$ cat src/sv/dphf_pkg.sv
package dphf_pkg;

	localparam int SRC_W      = 8;
	localparam int SEQ_W      = 8;
	localparam int PAIR_W     = SRC_W + SEQ_W;
	localparam int TIMER_W    = 16;
	localparam int APB_ADDR_W = 3;
	localparam int APB_DATA_W = 32;
	localparam int REG_IDX_W  = APB_ADDR_W - 2;

	localparam logic KIND_PACKET = 1'b0;
	localparam logic KIND_TICK   = 1'b1;

	localparam logic [REG_IDX_W-1:0] REG_CLEAR_TIMEOUT = '0;

	localparam logic [TIMER_W-1:0] CLEAR_TIMEOUT_RESET = 16'd1000;

	typedef enum logic [1:0] {
		ST_IDLE,
		ST_SCAN,
		ST_WRITE,
		ST_DONE
	} state_t;

endpackage

$ cat src/sv/dphf_if.sv
interface dphf_in_if import dphf_pkg::*; ();
	logic             valid;
	logic             ready;
	logic             kind;
	logic [SRC_W-1:0] source_addr;
	logic [SEQ_W-1:0] sequence_num;

	modport source (output valid, kind, source_addr, sequence_num, input ready);
	modport sink (input valid, kind, source_addr, sequence_num, output ready);
endinterface

interface dphf_out_if;
	logic valid;
	logic ready;
	logic is_new;

	modport source (output valid, is_new, input ready);
	modport sink (input valid, is_new, output ready);
endinterface

$ cat src/sv/dphf_ram.sv
module dphf_ram #(
	parameter int WIDTH = 16,
	parameter int DEPTH = 8
) (
	input  logic                     clk,
	input  logic                     wr_en,
	input  logic [$clog2(DEPTH)-1:0] wr_addr,
	input  logic [WIDTH-1:0]         wr_data,
	input  logic [$clog2(DEPTH)-1:0] rd_addr,
	output logic [WIDTH-1:0]         rd_data
);

	logic [WIDTH-1:0] mem [DEPTH];

	always_ff @(posedge clk) begin
		if (wr_en) begin
			mem[wr_addr] <= wr_data;
		end
		rd_data <= mem[rd_addr];
	end

endmodule

$ cat src/sv/duplicate_packet_history_filter.sv
// Keeps the last HISTORY_DEPTH (source, sequence) pairs in a RAM and reports for each
// packet transaction whether its pair is new. A packet's result waits for a walk over
// the whole history through the single RAM read port and then the write state; a tick
// skips the walk and goes straight to the done state. The next transaction can be
// accepted from the cycle in which the result is presented.
// History order is kept by a rotating base pointer,
// and per-entry valid bits let a timeout clear the whole history at once, so no
// clearing pass follows reset.
module duplicate_packet_history_filter import dphf_pkg::*; #(
	parameter int HISTORY_DEPTH = 8
) (
	input  logic                  clk,
	input  logic                  arst_n,
	dphf_in_if.sink               item,
	dphf_out_if.source            result,
	input  logic                  psel,
	input  logic                  penable,
	input  logic                  pwrite,
	input  logic [APB_ADDR_W-1:0] paddr,
	input  logic [APB_DATA_W-1:0] pwdata,
	output logic [APB_DATA_W-1:0] prdata,
	output logic                  pready
);

	localparam int IDX_W = $clog2(HISTORY_DEPTH);
	localparam int CNT_W = $clog2(HISTORY_DEPTH + 1);
	localparam logic [IDX_W:0]   DEPTH_EXT = (IDX_W + 1)'(HISTORY_DEPTH);
	localparam logic [CNT_W-1:0] DEPTH_CNT = CNT_W'(HISTORY_DEPTH);
	localparam logic [IDX_W-1:0] LAST_IDX  = IDX_W'(HISTORY_DEPTH - 1);
	localparam logic [IDX_W-1:0] ONE_IDX   = IDX_W'(1);

	function automatic logic [IDX_W-1:0] wrap_add(logic [IDX_W-1:0] base, logic [IDX_W-1:0] off);
		logic [IDX_W:0] sum;
		sum = {1'b0, base} + {1'b0, off};
		if (sum >= DEPTH_EXT) begin
			sum = sum - DEPTH_EXT;
		end
		return sum[IDX_W-1:0];
	endfunction

	state_t state_q, state_d;

	logic [CNT_W-1:0]         cnt_q;
	logic [IDX_W-1:0]         base_q;
	logic [HISTORY_DEPTH-1:0] valid_q;
	logic [TIMER_W-1:0]       timer_q;
	logic [TIMER_W-1:0]       clear_timeout_q;
	logic [PAIR_W-1:0]        pair_q;
	logic                     seen_q;
	logic                     free_found_q;
	logic [IDX_W-1:0]         free_addr_q;
	logic                     is_new_q;
	logic                     res_new_q;
	logic                     out_valid_q;
	logic                     rd_vld_s1;
	logic [IDX_W-1:0]         rd_idx_s1;
	logic [IDX_W-1:0]         rd_addr_s1;

	logic                     item_fire;
	logic                     rd_issue;
	logic [IDX_W-1:0]         rd_addr;
	logic [PAIR_W-1:0]        rd_data;
	logic [PAIR_W-1:0]        entry;
	logic                     wr_en;
	logic [IDX_W-1:0]         wr_addr;
	logic                     out_load;
	logic                     scan_last;
	logic                     cfg_wr;
	logic [REG_IDX_W-1:0]     cfg_idx;

	dphf_ram #(
		.WIDTH (PAIR_W),
		.DEPTH (HISTORY_DEPTH)
	) u_ram (
		.clk     (clk),
		.wr_en   (wr_en),
		.wr_addr (wr_addr),
		.wr_data (pair_q),
		.rd_addr (rd_addr),
		.rd_data (rd_data)
	);

	always_comb begin
		item.ready = (state_q == ST_IDLE);
		item_fire  = item.valid && item.ready;
		rd_issue   = (state_q == ST_SCAN) && (cnt_q < DEPTH_CNT);
		rd_addr    = wrap_add(base_q, cnt_q[IDX_W-1:0]);
		entry      = valid_q[rd_addr_s1] ? rd_data : '0;
		scan_last  = rd_vld_s1 && (rd_idx_s1 == LAST_IDX);
		wr_en      = (state_q == ST_WRITE) && !seen_q;
		wr_addr    = free_found_q ? free_addr_q : base_q;
		out_load   = (state_q == ST_DONE) && (!out_valid_q || result.ready);
		result.valid  = out_valid_q;
		result.is_new = res_new_q;
		cfg_idx = paddr[APB_ADDR_W-1:2];
		cfg_wr  = psel && penable && pwrite;
		pready  = 1'b1;
		prdata  = (cfg_idx == REG_CLEAR_TIMEOUT) ?
			APB_DATA_W'(clear_timeout_q) : '0;
	end

	always_comb begin
		state_d = state_q;
		case (state_q)
			ST_IDLE: begin
				if (item_fire) begin
					state_d = (item.kind == KIND_TICK) ? ST_DONE : ST_SCAN;
				end
			end
			ST_SCAN: begin
				if (scan_last) begin
					state_d = ST_WRITE;
				end
			end
			ST_WRITE: state_d = ST_DONE;
			ST_DONE: begin
				if (out_load) begin
					state_d = ST_IDLE;
				end
			end
			default: state_d = ST_IDLE;
		endcase
	end

	always_ff @(posedge clk or negedge arst_n) begin
		if (!arst_n) begin
			state_q         <= ST_IDLE;
			cnt_q           <= '0;
			base_q          <= '0;
			valid_q         <= '0;
			timer_q         <= '0;
			clear_timeout_q <= CLEAR_TIMEOUT_RESET;
			seen_q          <= 1'b0;
			free_found_q    <= 1'b0;
			free_addr_q     <= '0;
			is_new_q        <= 1'b0;
			res_new_q       <= 1'b0;
			out_valid_q     <= 1'b0;
			rd_vld_s1       <= 1'b0;
		end else begin
			state_q   <= state_d;
			rd_vld_s1 <= rd_issue;

			if (cfg_wr && (cfg_idx == REG_CLEAR_TIMEOUT)) begin
				clear_timeout_q <= pwdata[TIMER_W-1:0];
			end

			if (item_fire) begin
				if (item.kind == KIND_TICK) begin
					is_new_q <= 1'b0;
					if (timer_q == TIMER_W'(1)) begin
						valid_q <= '0;
						timer_q <= '0;
					end else if (timer_q > TIMER_W'(1)) begin
						timer_q <= timer_q - TIMER_W'(1);
					end
				end else begin
					timer_q      <= clear_timeout_q;
					cnt_q        <= '0;
					seen_q       <= 1'b0;
					free_found_q <= 1'b0;
				end
			end

			if (rd_issue) begin
				cnt_q <= cnt_q + CNT_W'(1);
			end

			if (rd_vld_s1) begin
				if (entry == pair_q) begin
					seen_q <= 1'b1;
				end
				if (!free_found_q && (entry[PAIR_W-1:SEQ_W] == '0)) begin
					free_found_q <= 1'b1;
					free_addr_q  <= rd_addr_s1;
				end
			end

			if (state_q == ST_WRITE) begin
				is_new_q <= !seen_q;
			end

			if (wr_en) begin
				valid_q[wr_addr] <= 1'b1;
				if (!free_found_q) begin
					base_q <= wrap_add(base_q, ONE_IDX);
				end
			end

			if (out_load) begin
				out_valid_q <= 1'b1;
				res_new_q   <= is_new_q;
			end else if (result.ready) begin
				out_valid_q <= 1'b0;
			end
		end
	end

	always_ff @(posedge clk) begin
		if (item_fire) begin
			pair_q <= {item.source_addr, item.sequence_num};
		end
		rd_idx_s1  <= cnt_q[IDX_W-1:0];
		rd_addr_s1 <= rd_addr;
	end

endmodule

$ cat src/flat_wrapper.sv
// flat-port wrapper written by rule: the top's interface ports become plain ports
module duplicate_packet_history_filter_flat import dphf_pkg::*;
#(
	parameter int HISTORY_DEPTH = 8
)
  (clk, arst_n, psel, penable, pwrite, paddr, pwdata, prdata, pready, item_valid, item_kind, item_source_addr, item_sequence_num, item_ready, result_valid, result_is_new, result_ready);
  dphf_in_if item_i ();
  dphf_out_if result_i ();
  input  logic clk;
  input  logic arst_n;
  input  logic psel;
  input  logic penable;
  input  logic pwrite;
  input  logic [APB_ADDR_W-1:0] paddr;
  input  logic [APB_DATA_W-1:0] pwdata;
  output logic [APB_DATA_W-1:0] prdata;
  output logic pready;
  input wire logic [$bits(item_i.valid)-1:0] item_valid;
  input wire logic [$bits(item_i.kind)-1:0] item_kind;
  input wire logic [$bits(item_i.source_addr)-1:0] item_source_addr;
  input wire logic [$bits(item_i.sequence_num)-1:0] item_sequence_num;
  output wire logic [$bits(item_i.ready)-1:0] item_ready;
  output wire logic [$bits(result_i.valid)-1:0] result_valid;
  output wire logic [$bits(result_i.is_new)-1:0] result_is_new;
  input wire logic [$bits(result_i.ready)-1:0] result_ready;
  assign item_i.valid = item_valid;
  assign item_i.kind = item_kind;
  assign item_i.source_addr = item_source_addr;
  assign item_i.sequence_num = item_sequence_num;
  assign item_ready = item_i.ready;
  assign result_valid = result_i.valid;
  assign result_is_new = result_i.is_new;
  assign result_i.ready = result_ready;
  duplicate_packet_history_filter #(.HISTORY_DEPTH(HISTORY_DEPTH)) u_core (.clk(clk), .arst_n(arst_n), .item(item_i), .result(result_i), .psel(psel), .penable(penable), .pwrite(pwrite), .paddr(paddr), .pwdata(pwdata), .prdata(prdata), .pready(pready));
endmodule
$ cat config.mk
export PLATFORM = sky130hd
export DESIGN_NAME = duplicate_packet_history_filter_flat
export DESIGN_NICKNAME = d
export VERILOG_FILES = /design/src/sv/dphf_pkg.sv /design/src/sv/dphf_if.sv /design/src/sv/dphf_ram.sv /design/src/sv/duplicate_packet_history_filter.sv /design/src/flat_wrapper.sv
export SDC_FILE = /design/constraint.sdc
export NUM_CORES = 1
export LEC_CHECK = 0
export ABC_AREA = 1
export BUFFER_PORTS_ARGS = -buffer_cell sky130_fd_sc_hd__buf_2
export CAP_MARGIN = 20
export CORE_MARGIN = 8
export CORE_UTILIZATION = 37
export DETAILED_ROUTE_END_ITERATION = 8
export PLACE_DENSITY = 0.61
export SLEW_MARGIN = 20
export SYNTH_ARGS = -nofsm -noshare
export SYNTH_HDL_FRONTEND = slang
export SYNTH_SLANG_ARGS = --single-unit
$ cat constraint.sdc
create_clock -name clk -period 2.59 [get_ports clk]
set_input_delay 0.259 -clock clk [delete_from_list [all_inputs] [get_ports clk]]
set_output_delay 0.259 -clock clk [all_outputs]
set_load 0.02 [all_outputs]
Yosys cells after proc, flatten, opt, wreduce, memory -nomap -nowiden
Memories as Yosys holds them, arrays and structs flattened. A register that Yosys moved wholly into a read port is not among the register bits.
Cells that the tools add are included.
{"block": "op_classes", "eq_ne": 11, "magnitude_cmp": 7, "muxes": 39, "n_addsub": 6, "bitwise": 3, "n_reduce_logical": 26}
{"op": "16-bit two-way mux", "n": 5}
{"op": "8-bit two-way mux", "n": 4}
{"op": "1-bit two-way mux", "n": 17}
{"op": "16-bit by 1-bit == test with 1-bit output, second input constant", "n": 1}
{"op": "16-bit == test", "n": 1}
{"op": "16-bit by 1-bit > comparator with 1-bit output, second input constant", "n": 1}
{"op": "16-bit by 1-bit subtractor with 16-bit output, second input constant", "n": 1}
{"op": "4-bit two-way mux", "n": 3}
{"op": "1-bit logical AND", "n": 10}
{"op": "2-bit AND reduction", "n": 5}
{"op": "3-bit two-way mux", "n": 3}
{"op": "4-bit greater-or-equal comparator, second input constant", "n": 2}
{"op": "8-bit logical NOT", "n": 1}
{"op": "3-bit by 4-bit < comparator with 1-bit output, second input constant", "n": 2}
{"op": "2-bit two-way mux", "n": 4}
{"op": "2-bit by 1-bit != test with 1-bit output, second input constant", "n": 4}
{"op": "8-bit bitwise OR", "n": 1}
{"op": "2-bit case mux with 4 select lines", "n": 1}
{"op": "2-bit nonzero test", "n": 4}
{"op": "3-bit by 1-bit subtractor with 3-bit output, second input constant", "n": 2}
{"op": "3-bit by 1-bit adder with 4-bit output, second input constant", "n": 1}
{"op": "3-bit by 3-bit adder with 4-bit output", "n": 1}
{"op": "4-bit by 1-bit adder with 4-bit output, second input constant", "n": 1}
{"op": "2-bit == test, second input constant", "n": 2}
{"op": "12 further kinds", "n": 15}
{"block": "totals", "out_inout_bits": 36, "ram_bits": 128, "ff_bits": 80, "word_cells": 109, "mem_count": 1, "in_bits": 59}
{"memory": "u_core.u_ram.mem", "depth": 8, "word_bits": 16, "rd": 1, "rd_clocked_by_memory_dff": 1, "write_ports": 1, "line_no": "dphf_ram.sv:13", "rtl": "logic [WIDTH-1:0] mem [DEPTH];"}

Depth between registers and ports, before layout
Gate-level depths: netlist (run 1).
{"block": "logic_depth", "depth_word": 7, "ltp_mapped": 14, "depth_no_buf": 13}

Cells and area by module
A second synthesis (run 1) with hierarchy kept.
{"block": "hier_totals", "cells_unflattened": 1121, "area_unflattened_um2": 10333.7}
{"module": "dphf_ram", "instances": 1, "cells_per_inst": 587, "area_each_um2": 5989.5}
{"module": "duplicate_packet_history_filter", "instances": 1, "cells_per_inst": 534, "area_each_um2": 4344.2}

Least setup slack after synthesis (run 1)
Ideal clock, no wire load.
{"block": "synth_timing", "path_kind": "reg-to-reg", "start": "register u_core.state_q[0]", "end": "memory u_core.u_ram.mem[0][0] (enable)", "slack_ps": 121, "synth_period_minus_slack_ps": 2469, "path_stages_with_launch": 9, "n_path_buf": 1, "arrival_ps": 2081, "path_cell_list": "dfrtp_1 -> inv_1 -> ha_1 -> inv_1 -> nor2_1 -> inv_1 -> or2_2 -> clkbuf_1 -> nor2_1"}
{"block": "synth_between", "elab_chain_cells": 4}
{"element": "start: declaration", "line_no": "duplicate_packet_history_filter.sv:41", "rtl": "state_t state_q, state_d;"}
{"element": "start signal: assignment", "line_no": "duplicate_packet_history_filter.sv:141", "rtl": "state_q <= state_d;"}
{"element": "2-bit == test", "line_no": "duplicate_packet_history_filter.sv:90", "rtl": "wr_en = (state_q == ST_WRITE) && !seen_q;"}
{"element": "1-bit logical AND", "line_no": "duplicate_packet_history_filter.sv:90"}
{"element": "1-bit two-way mux", "line_no": "dphf_ram.sv:16", "rtl": "if (wr_en) begin"}
{"element": "1-bit two-way mux (not written as such)", "line_no": "dphf_ram.sv:17", "rtl": "mem[wr_addr] <= wr_data;"}
{"element": "end: declaration", "line_no": "dphf_ram.sv:13"}
No other way between the ends.

Final worst setup path (run 1)
{"block": "layout_timing", "start": "register u_core.state_q[0]", "end": "memory u_core.u_ram.mem[0][11] (enable)"}
Same word-level chain as after synthesis.

==> results of run 1 <==
==> power groups by stage <==
stage	Combinational (µW)	Clock, µW	Sequential (µW)
after floorplan	177	0	3920
after global placement	256	0	3920
after detailed placement	255	0	3930
after CTS	294	3270	3850
after global routing	327	3400	3860
final	293	3200	3850
==> cells in the final DEF, fill, tap and decap left out, drive strengths merged, types with 2 or more instances in the layout <==
cell type    instances
conb                17
nor2               134
nand2              102
o41ai                2
o22ai               20
nor3                 4
a21oi               34
or2                  4
a31oi                5
a221oi               2
inv                 82
xnor2                3
a22oi                3
nand4               10
o21ai              101
dfrtp               52
dfxtp               22
o21bai               2
nand3               34
edfxtp             144
buf                 79
xor2                 4
dfstp                6
o21a                16
o221ai              17
ha                   9
clkbuf              33
dlygate4sd3         32
clkinv              10
==> per-stage QoR <==
step                cells  hold slack [ns]  worst slack (ns)  total power, µW  utilization (%)
floorplan             890          -0.0366             0.121             4100                -
global placement     1246            0.413             0.434             4180             40.5
detailed placement   1246            0.427             0.415             4180             40.5
CTS                  1322          0.00203             0.401             7410             44.7
global route         1322           0.0319             0.214             7590             44.7
finish               1322           0.0170             0.432             7340             44.7
==> cells by family after synthesis <==
logic type               count (synthesis)  share of synthesized area [%]
adder cells (fa/ha/maj)                 10                           1.39
XOR/XNOR                                 7                          0.645
AND/OR/NAND/NOR                        289                           12.9
other                                    2                         0.0790
AO/OA/AOI/OAI                          206                           13.0
multiplexers                             1                          0.118
flip-flops                             224                           65.4
buffers and inverters                  136                           6.50
==> per-layer routing <==
layer	global-route usage, %	wire length (µm)	vias up
met4	2.44	318	0
met5	0	0	-
li1	-	-	3201
met1	17.4	9520	3047
met2	22.6	10000	139
met3	2.37	900	27
==> how the worst max path moves through the flow <==
stage,cells past startpoint,from,endpoint,slack [ns]
after global placement,8,u_core.state_q[0],u_core.u_ram.mem[0][14],0.43
after global routing,8,u_core.state_q[0],u_core.u_ram.mem[0][11],0.21
after CTS,8,u_core.state_q[0],u_core.u_ram.mem[0][11],0.40
final,8,u_core.state_q[0],u_core.u_ram.mem[0][11],0.43
after floorplan,8,u_core.state_q[0],u_core.u_ram.mem[0][0],0.12
after detailed placement,8,u_core.state_q[0],u_core.u_ram.mem[0][2],0.42
==> worst max-delay path: stages, from the launching register on <==
cell and delay, ns:
dfrtp_1 0.40, inv_1 0.10, ha_1 0.20, inv_1 0.05
nor2_1 0.18, inv_1 0.08, or2_2 0.39, nor2_2 0.13
buf_4 0.29
==> registers in the layout, indices dropped and copies added (netlist names), 2 cells and up <==
name and count:
u_core.rd_idx_s1 3, u_core.valid_q 8, u_core.pair_q 16, u_core.u_ram.mem 128, u_core.state_q 2, u_core.rd_addr_s1 3
u_core.base_q 3, u_core.timer_q 16, u_core.cnt_q 4, u_core.free_addr_q 3, u_core.clear_timeout_q 16, u_core.u_ram.rd_data 16
==> cell type report <==
class / count / area [µm²]
tap: 330 / 413
sequential: 224 / 6220
inverter: 83 / 317
multi-input combinational: 530 / 2740
fill: 2336 / 13900
timing repair buffer: 111 / 828
clock buffer: 33 / 644
clock inverter: 11 / 91.3
==> parameters.txt, run 1 <==
Parameter                              Value

Synthesis
  Flip-flop cell with the highest count after synthesis ... edfxtp_1
  Number of instances in the synthesized netlist ... 875
  Most area-hungry cell type in the Yosys netlist ... edfxtp_1
  Share of synthesized registers carrying an async set or reset ... 25.9%
  Most common library cells after synthesis ... edfxtp_1 (144), nor2_1 (133), nand2_1 (100), o21ai_0 (93), inv_1 (79)
  Ys Warns ... 0
  Portion of synthesized cell area occupied by the leading cell type ... 45.5%
  Top-count cell post-synth ... edfxtp_1
  Synth top area cells ... edfxtp_1 (45%), dfrtp_1 (14%), nor2_1 (5.2%)
  Count of distinct cell types in the synthesized netlist ... 48
  Synthesis-stage register bit count ... 224
  Count of flip-flops with a built-in enable after synthesis ... 144
  Post-synthesis average cell area ... 10.9 µm²
  Cell area after technology mapping ... 9510 µm²
  Sequential share of the synthesized area ... 65.4%

Run
  Number of violations of the max-capacitance limit ... 0

Die
  DIE AREA ... 31100 µm²
  Placeable Area ... 25200 µm²
  Die X ... 176 µm
  Vertical extent of the die ... 176 µm
  Number of ports placed on the die boundary ... 95
  Starting utilization of the core area ... 37.8%
  Placement Rows ... 58

CTS
  H-tree levels ... 1
  Clock buffers created by TritonCTS ... 24
  Quantity of hold-fixing buffers added after cts ... 32
  Clock tree from TritonCTS ... done
  Post CTS Setup Buffer Count ... 0
  Clock slew at reported path FFs ... 0.06 ns
  Worst skew pair latency ... 0.52 ns
  Quantity of gates resized following cts ... 0
  Clk root buf ... clkbuf_16
  Maximum clock path buffer count ... 3
  Number of clock sinks ... 224

Timing
  Worst Clk Skew ... 0.0264 ns
  Final period util ... 83.3%
  Unrepaired setup endpoints after global routing ... no
  Final hold violation count ... 0
  Final setup TNS ... 0 ns
  Final setup violation count ... 0
  Final count of pins violating max slew ... 0
  Actual slew at the worst max-slew pin ... 0.872 ns
  Rel. slew slack ... 41.9%
  Shortest period the worst path allows ... 2.16 ns
  F_max ... 0.463 GHz

Cells and area
  Final net count ... 1043
  Layout cells sized above 1 ... 14.4%
  Layout area overhead ... 18.4%
  Diode insertion count for antenna repair ... 0
  Fin area ... 11300 µm²

Critical path
  Setup CP Type ... flop to flop
  Critical Path Start Type ... flop
  Critical Path Fanout Max ... 16
  End of the worst register-to-register path ... u_core.u_ram.mem[0][11]
  R2R setup slack ... 0.43 ns
  Sort of element at the end of the critical path ... flop
  R2r startpoint ... u_core.state_q[0]
  Data required time of the critical path ... 2.77 ns
  Arrival time at the worst endpoint ... 2.33 ns
  Cell depth of the worst flop-to-flop path ... 8

Drt
  Number of search-and-repair iterations in the first detailed-routing pass ... 5
  Drt wl/cell ... 15.7 µm
  Via total after detailed routing ... 6414
  Post-DR vias/cell ... 4.85
  Iteration-0 DRC count of the detailed router ... 365
  # DRC ... 0
  Routed wire length ... 20.7 mm
  Detail Route Antenna Nets ... 0

Power and ir drop
  Switching part of the total ... 21.2%
  Switching Power ... 1550 µW
  Total leakage power ... 0.00460 µW
  Internal power of the cells ... 5790 µW
  Combinational group share of total power ... 4.0%
  Clock network power share ... 43.5%
  Cell Pwr Density ... 652 nW/µm²
  Fraction of power consumed by sequential logic ... 52.5%
  Worst vdd rail ir drop ... 0.438 mV

Placement
  # port buffers ... 59
  Final weighted congestion in routability-driven placement ... 0.812
  Placement Cell Area ... 10200 µm²
  DP HPWL ... 12.7 mm

Hold path
  Worst Min Path Start ... pwdata[15]
  Class of the worst hold path ... input pin to flop
  WHS Endpoint ... u_core.clear_timeout_q[15]
  Number of cells traversed by the worst hold path ... 3

GRT
  Global-route wire length before repair ... 33.5 mm
  Largest net degree at the start of global routing ... 65
  Number of global-route vias before repair ... 6416
  Antenna violations before repair ... 0
  Total overflow reported by the global router ... 0
  Total track usage ... 13.2%

Outcome
  Result of the run ... completed
No activity file was read; power rests on OpenSTA's default activity.
==> inputs of run 2 (changes only) <==
Settings changed: ABC_AREA 1 to 0.
Clock period 2.59 ns to 1.8 ns, I/O delays scaled along.
==> parameters.txt, run 2 <==
Parameter                              Value

Critical path
  Crit-path cells ... ha_2, fa_2, xor2_4, xnor2_4, buf_12, clkbuf_16, mux4_2, mux2_4
  Data required time of the critical path ... 2.22 ns
  Critical Path Start Type ... flop
  Sort of element at the end of the critical path ... flop
  Stage delay of the slowest cell on the critical path ... 0.39 ns
  Arrival time at the worst endpoint ... 2.72 ns
  Critical Path Fanout Max ... 8
  Setup CP Type ... flop to flop
  Critical path's slowest cell ... dfrtp_1

Timing
  Fin worst setup slack ... -0.497 ns
  F_max ... 0.435 GHz
  Rel. slew slack ... 54.5%
  Final period util ... 128%
  Final count of pins violating max slew ... 0
  Worst Clk Skew ... 0.0213 ns
  Shortest period the worst path allows ... 2.30 ns
  Final setup TNS ... -10.85 ns
  Actual slew at the worst max-slew pin ... 0.682 ns
  Final hold violation count ... 0
  Unrepaired setup endpoints after global routing ... yes
  Final setup violation count ... 44

Synthesis
  Most area-hungry cell type in the Yosys netlist ... edfxtp_1
  Synthesis-stage register bit count ... 224
  Count of distinct cell types in the synthesized netlist ... 64
  Synth top area cells ... edfxtp_1 (46%), dfrtp_1 (14%), mux4_2 (7.7%)
  Count of flip-flops with a built-in enable after synthesis ... 144
  Most common library cells after synthesis ... edfxtp_1 (144), dfrtp_1 (52), nor2_1 (36), mux2_2 (33), mux4_2 (32)
  Share of synthesized registers carrying an async set or reset ... 25.9%
  Portion of synthesized cell area occupied by the leading cell type ... 46.3%
  Cell area after technology mapping ... 9340 µm²
  Number of instances in the synthesized netlist ... 603
  Post-synthesis average cell area ... 15.5 µm²
  Ys Warns ... 0
  Top-count cell post-synth ... edfxtp_1
  Flip-flop cell with the highest count after synthesis ... edfxtp_1
  Sequential share of the synthesized area ... 66.7%

Power and ir drop
  Clock network power share ... 20.9%
  Combinational group share of total power ... 44.9%
  Switching Power ... 7410 µW
  Worst vdd rail ir drop ... 0.748 mV
  Cell Pwr Density ... 1820 nW/µm²
  Fraction of power consumed by sequential logic ... 34.1%
  Internal power of the cells ... 15500 µW
  Switching part of the total ... 32.3%
  Total leakage power ... 0.00483 µW

Drt
  Number of search-and-repair iterations in the first detailed-routing pass ... 4
  Iteration-0 DRC count of the detailed router ... 341
  Via total after detailed routing ... 5809
  Drt wl/cell ... 19.3 µm
  Detail Route Antenna Nets ... 0
  Routed wire length ... 22.5 mm
  # DRC ... 0
  Post-DR vias/cell ... 4.98

CTS
  Worst skew pair latency ... 0.54 ns
  Clock slew at reported path FFs ... 0.06 ns
  Number of clock sinks ... 224
  Clk root buf ... clkbuf_16
  H-tree levels ... 1
  Maximum clock path buffer count ... 3
  Clock buffers created by TritonCTS ... 25
  Clock tree from TritonCTS ... done

Placement
  # port buffers ... 59
  DP HPWL ... 14.5 mm
  Worst Setup Slack post-DPL ... -0.492 ns
  Number of cells after detailed placement ... 1073
  Final weighted congestion in routability-driven placement ... 0.833

Die
  Placeable Area ... 25000 µm²
  Starting utilization of the core area ... 37.4%
  Number of ports placed on the die boundary ... 95
  Placement Rows ... 58
  Vertical extent of the die ... 175 µm
  DIE AREA ... 30600 µm²
  Die X ... 175 µm

GRT
  Number of global-route vias before repair ... 6425
  Grt met3 use ... 2.74%
  Largest net degree at the start of global routing ... 29
  Grt peak-use layer ... met2
  Total track usage ... 14.4%
  Antenna violations before repair ... 0
  Global-route met1 utilization ... 18.0%
  Met2 demand-to-capacity share in global routing ... 25.0%
  Total overflow reported by the global router ... 0
  Global-route wire length before repair ... 35.2 mm

Cells and area
  Non-filler cells, final ... 1166
  Filler Cells Inserted ... 2108
  Layout area overhead ... 35.0%
  Number of flip-flops under the largest register name ... 128
  Most common library cell in the layout ignoring fill and taps ... edfxtp_1
  Final net count ... 886
  Most frequent cells in the layout ... edfxtp_1 (144), buf_4 (81), buf_2 (59)
  Diode insertion count for antenna repair ... 0
  Layout cells sized above 1 ... 41.6%
  Top register by number of flip-flops ... u_core.u_ram.mem

Run
  Number of violations of the max-capacitance limit ... 0

Outcome
  Result of the run ... finished with violations
  Failing checks ... setup timing

Hold path
  Class of the worst hold path ... input pin to flop
-- run 2: repair_timing --
item,CTS,global route
hold endpoints to repair,53,0
resized for setup,39,42
hold buffers,34,0
pin swaps,19,25
setup endpoints to repair,45,151
buffers inserted,10,1
gates cloned,1,2
-- run 2: cell families after synthesis --
kind of cell    after synthesis  share of synthesized area [%]
xor+xnor                     11                           1.03
buf+inv                      59                           3.44
mux                          74                           12.8
other cells                   2                         0.0804
compound gates               94                           7.24
fa+ha+maj                    10                           1.42
simple gates                129                           7.37
flops                       224                           66.7
-- run 2: worst paths after layout --
| check | startpoint | to | slack, ns | cells past startpoint |
|---|---|---|---|---|
| worst max-delay path | u_core.cnt_q[0] | u_core.u_ram.rd_data[7] | -0.50 | 8 |
| worst min-delay path | item_valid | u_core.state_q[1] | 0.13 | 4 |
| worst max register to register | u_core.cnt_q[0] | u_core.u_ram.rd_data[7] | -0.50 | 8 |
| worst min register to register | u_core.valid_q[6] | u_core.valid_q[6] | 0.50 | 1 |
| max in group asynchronous | arst_n | u_core.base_q[2] | 0.97 | 3 |
| min in group asynchronous | arst_n | u_core.timer_q[9] | 0.22 | 2 |
-- run 2: critical path, delay by kind of cell, from the launching register on --
kind / cells / cell delay, ns
xor gates and xnor gates: 2 / 0.37
adders and majority gates: 2 / 0.55
buffers and inverters: 2 / 0.31
DFF: 1 / 0.39
muxes: 2 / 0.57
-- run 2: metal layers --
layer  vias up  share of wire, %
met2       133                52
met4         0               2.0
met3        30               4.3
li1       2688                 -
met1      2958                42
met5         -                 0
-- run 2: per-stage QoR --
stage	total power, µW	utilization (%)	hold WS (ns)	instance area [µm²]
3_3_place_gp	16500	44.1	0.235	11000
4_1_cts	22200	49.5	0.102	12400
3_5_place_dp	16900	44.1	0.249	11000
5_1_grt	24100	50.5	0.151	12600
2_1_floorplan	13300	-	-0.116	9530
6_report	22900	50.5	0.127	12600
-- run 2: area by class of cell --
| cell class | instances | area, µm² | area share, % |
|---|---|---|---|
| multi-input cells | 336 | 3260 | 25.9 |
| well taps | 330 | 413 | 3.27 |
| flip-flops and latches | 224 | 6230 | 49.4 |
| repair buffers | 211 | 1860 | 14.7 |
| clock inverters | 11 | 93.8 | 0.744 |
| clock buffers | 35 | 683 | 5.42 |
| inverters | 19 | 71.3 | 0.566 |
-- run 2: power by group through the flow --
stage          sequential (µW)  combinational [µW]  clock (µW)
4_1_cts                   7790                9480        4920
6_report                  7810               10300        4790
3_3_place_gp              7810                8710           0
2_1_floorplan             7680                5650           0
5_1_grt                   7950               11100        5100
3_5_place_dp              7850                9020           0
==> inputs of run 3 (changes only) <==
Settings changed: CORE_ASPECT_RATIO set to 0.5, RECOVER_POWER set to 100, TNS_END_PERCENT set to 10.
==> parameters.txt, run 3 (synthesized netlist as in run 2, its figures left out) <==
Parameter                              Value

Timing
  Fin worst setup slack ... -0.456 ns
  F_max ... 0.443 GHz
  Worst Hold Margin ... 0.122 ns
  Unrepaired setup endpoints after global routing ... yes
  Final period util ... 125%
  Final hold violation count ... 0
  Worst Clk Skew ... 0.0224 ns
  Actual slew at the worst max-slew pin ... 1.24 ns
  Rel. slew slack ... 17.6%
  Shortest period the worst path allows ... 2.26 ns
  Final count of pins violating max slew ... 0
  Final setup violation count ... 44

Cells and area
  Most frequent cells in the layout ... edfxtp_1 (144), buf_4 (89), buf_2 (57)
  Number of flip-flops under the largest register name ... 128
  Final net count ... 872
  Diode insertion count for antenna repair ... 0
  Layout cells sized above 1 ... 36.5%
  Util after Layout ... 48.1%
  Most common library cell in the layout ignoring fill and taps ... edfxtp_1
  Top register by number of flip-flops ... u_core.u_ram.mem
  Layout area overhead ... 28.7%

Die
  Number of ports placed on the die boundary ... 95
  Vertical extent of the die ... 128 µm
  Placement Rows ... 41
  DIE AREA ... 30900 µm²
  Die X ... 241 µm
  Starting utilization of the core area ... 37.4%
  Placeable Area ... 25000 µm²

CTS
  H-tree levels ... 1
  Number of clock sinks ... 224
  Clock slew at reported path FFs ... 0.06 ns
  Worst skew pair latency ... 0.51 ns
  Clock tree from TritonCTS ... done
  Clk root buf ... clkbuf_16
  Clock buffers created by TritonCTS ... 22
  Maximum clock path buffer count ... 3

Power and ir drop
  Worst vdd rail ir drop ... 0.908 mV
  Total leakage power ... 0.00462 µW
  Cell Pwr Density ... 1740 nW/µm²

Placement
  # port buffers ... 59
  DP HPWL ... 13.5 mm
  Final weighted congestion in routability-driven placement ... 0.807

GRT
  Total overflow reported by the global router ... 0
  Total track usage ... 13.5%
  Largest net degree at the start of global routing ... 23
  Number of global-route vias before repair ... 6069
  Global-route wire length before repair ... 32.7 mm
  Antenna violations before repair ... 0

Critical path
  Critical Path Fanout Max ... 17
  Setup CP Type ... flop to flop
  Data required time of the critical path ... 2.19 ns
  Sort of element at the end of the critical path ... flop
  Arrival time at the worst endpoint ... 2.65 ns
  Critical Path Start Type ... flop

Drt
  Drt wl/cell ... 17.8 µm
  Detail Route Antenna Nets ... 0
  Number of search-and-repair iterations in the first detailed-routing pass ... 4
  Iteration-0 DRC count of the detailed router ... 243
  Via total after detailed routing ... 5658
  # DRC ... 0
  Routed wire length ... 20.7 mm
  Post-DR vias/cell ... 4.87

Outcome
  Result of the run ... finished with violations
  Failing checks ... setup timing

Hold path
  Class of the worst hold path ... input pin to flop

Run
  Number of violations of the max-capacitance limit ... 0
-- run 3: final timing paths --
check / slack [ns] / start / end / cells after the start
worst max-delay path: -0.46 / u_core.base_q[0] / u_core.u_ram.rd_data[12] / 7
worst min-delay path: 0.12 / item_kind / u_core.cnt_q[3] / 3
worst max register to register: -0.46 / u_core.base_q[0] / u_core.u_ram.rd_data[12] / 7
worst min register to register: 0.48 / u_core.valid_q[3] / u_core.valid_q[3] / 1
max in group asynchronous: 0.41 / arst_n / u_core.base_q[2] / 3
min in group asynchronous: 0.46 / arst_n / u_core.clear_timeout_q[10] / 2
-- run 3: area by class of cell --
type                            count  area [µm²]
Tap cell                          344         430
Sequential cell                   224        6230
Clock buffer                       28         583
Multi-Input combinational cell    335        3000
Timing Repair Buffer              201        1620
Inverter                           19        71.3
Fill cell                        2172       13000
Clock inverter                     12        91.3
-- run 3: metal layers --
| metal | vias up | routed length, µm | global-route usage (%) |
|---|---|---|---|
| met1 | 2838 | 8790 | 16.3 |
| met5 | - | 0 | 0 |
| met2 | 118 | 10700 | 24.8 |
| met3 | 33 | 908 | 2.66 |
| li1 | 2669 | - | - |
| met4 | 0 | 351 | 3.09 |
-- run 3: worst max-delay path, stage by stage (launching register included) --
cell	delay, ns
dfrtp_1	0.38
ha_2	0.19
fa_2	0.38
xor2_4	0.18
xnor2_4	0.23
buf_12	0.20
mux4_2	0.31
mux2_2	0.28
-- run 3: what timing repair did --
item,in CTS,in global routing
setup endpoints to repair,84,174
pin swaps,10,8
buffers inserted,0,1
hold buffers,34,0
resized for setup,21,12
hold endpoints to repair,49,0
-- run 3: where the power goes --
| part | switching, µW | internal [µW] |
|---|---|---|
| clock network | 1890 | 2440 |
| registers | 793 | 6970 |
| logic | 4010 | 4820 |
-- run 3: through the flow --
| step | power (µW) | std cells | TNS [ns] | area [µm²] | setup WS (ns) |
|---|---|---|---|---|---|
| 2_1_floorplan | 13200 | 618 | -44.78 | 9440 | -0.461 |
| 3_3_place_gp | 16200 | 1088 | -14.04 | 10900 | -0.430 |
| 3_5_place_dp | 16400 | 1088 | -14.97 | 10900 | -0.481 |
| 4_1_cts | 21000 | 1162 | -11.72 | 12000 | -0.472 |
| 5_1_grt | 22100 | 1163 | -17.42 | 12000 | -0.544 |
| 6_report | 20900 | 1163 | -10.30 | 12000 | -0.456 |
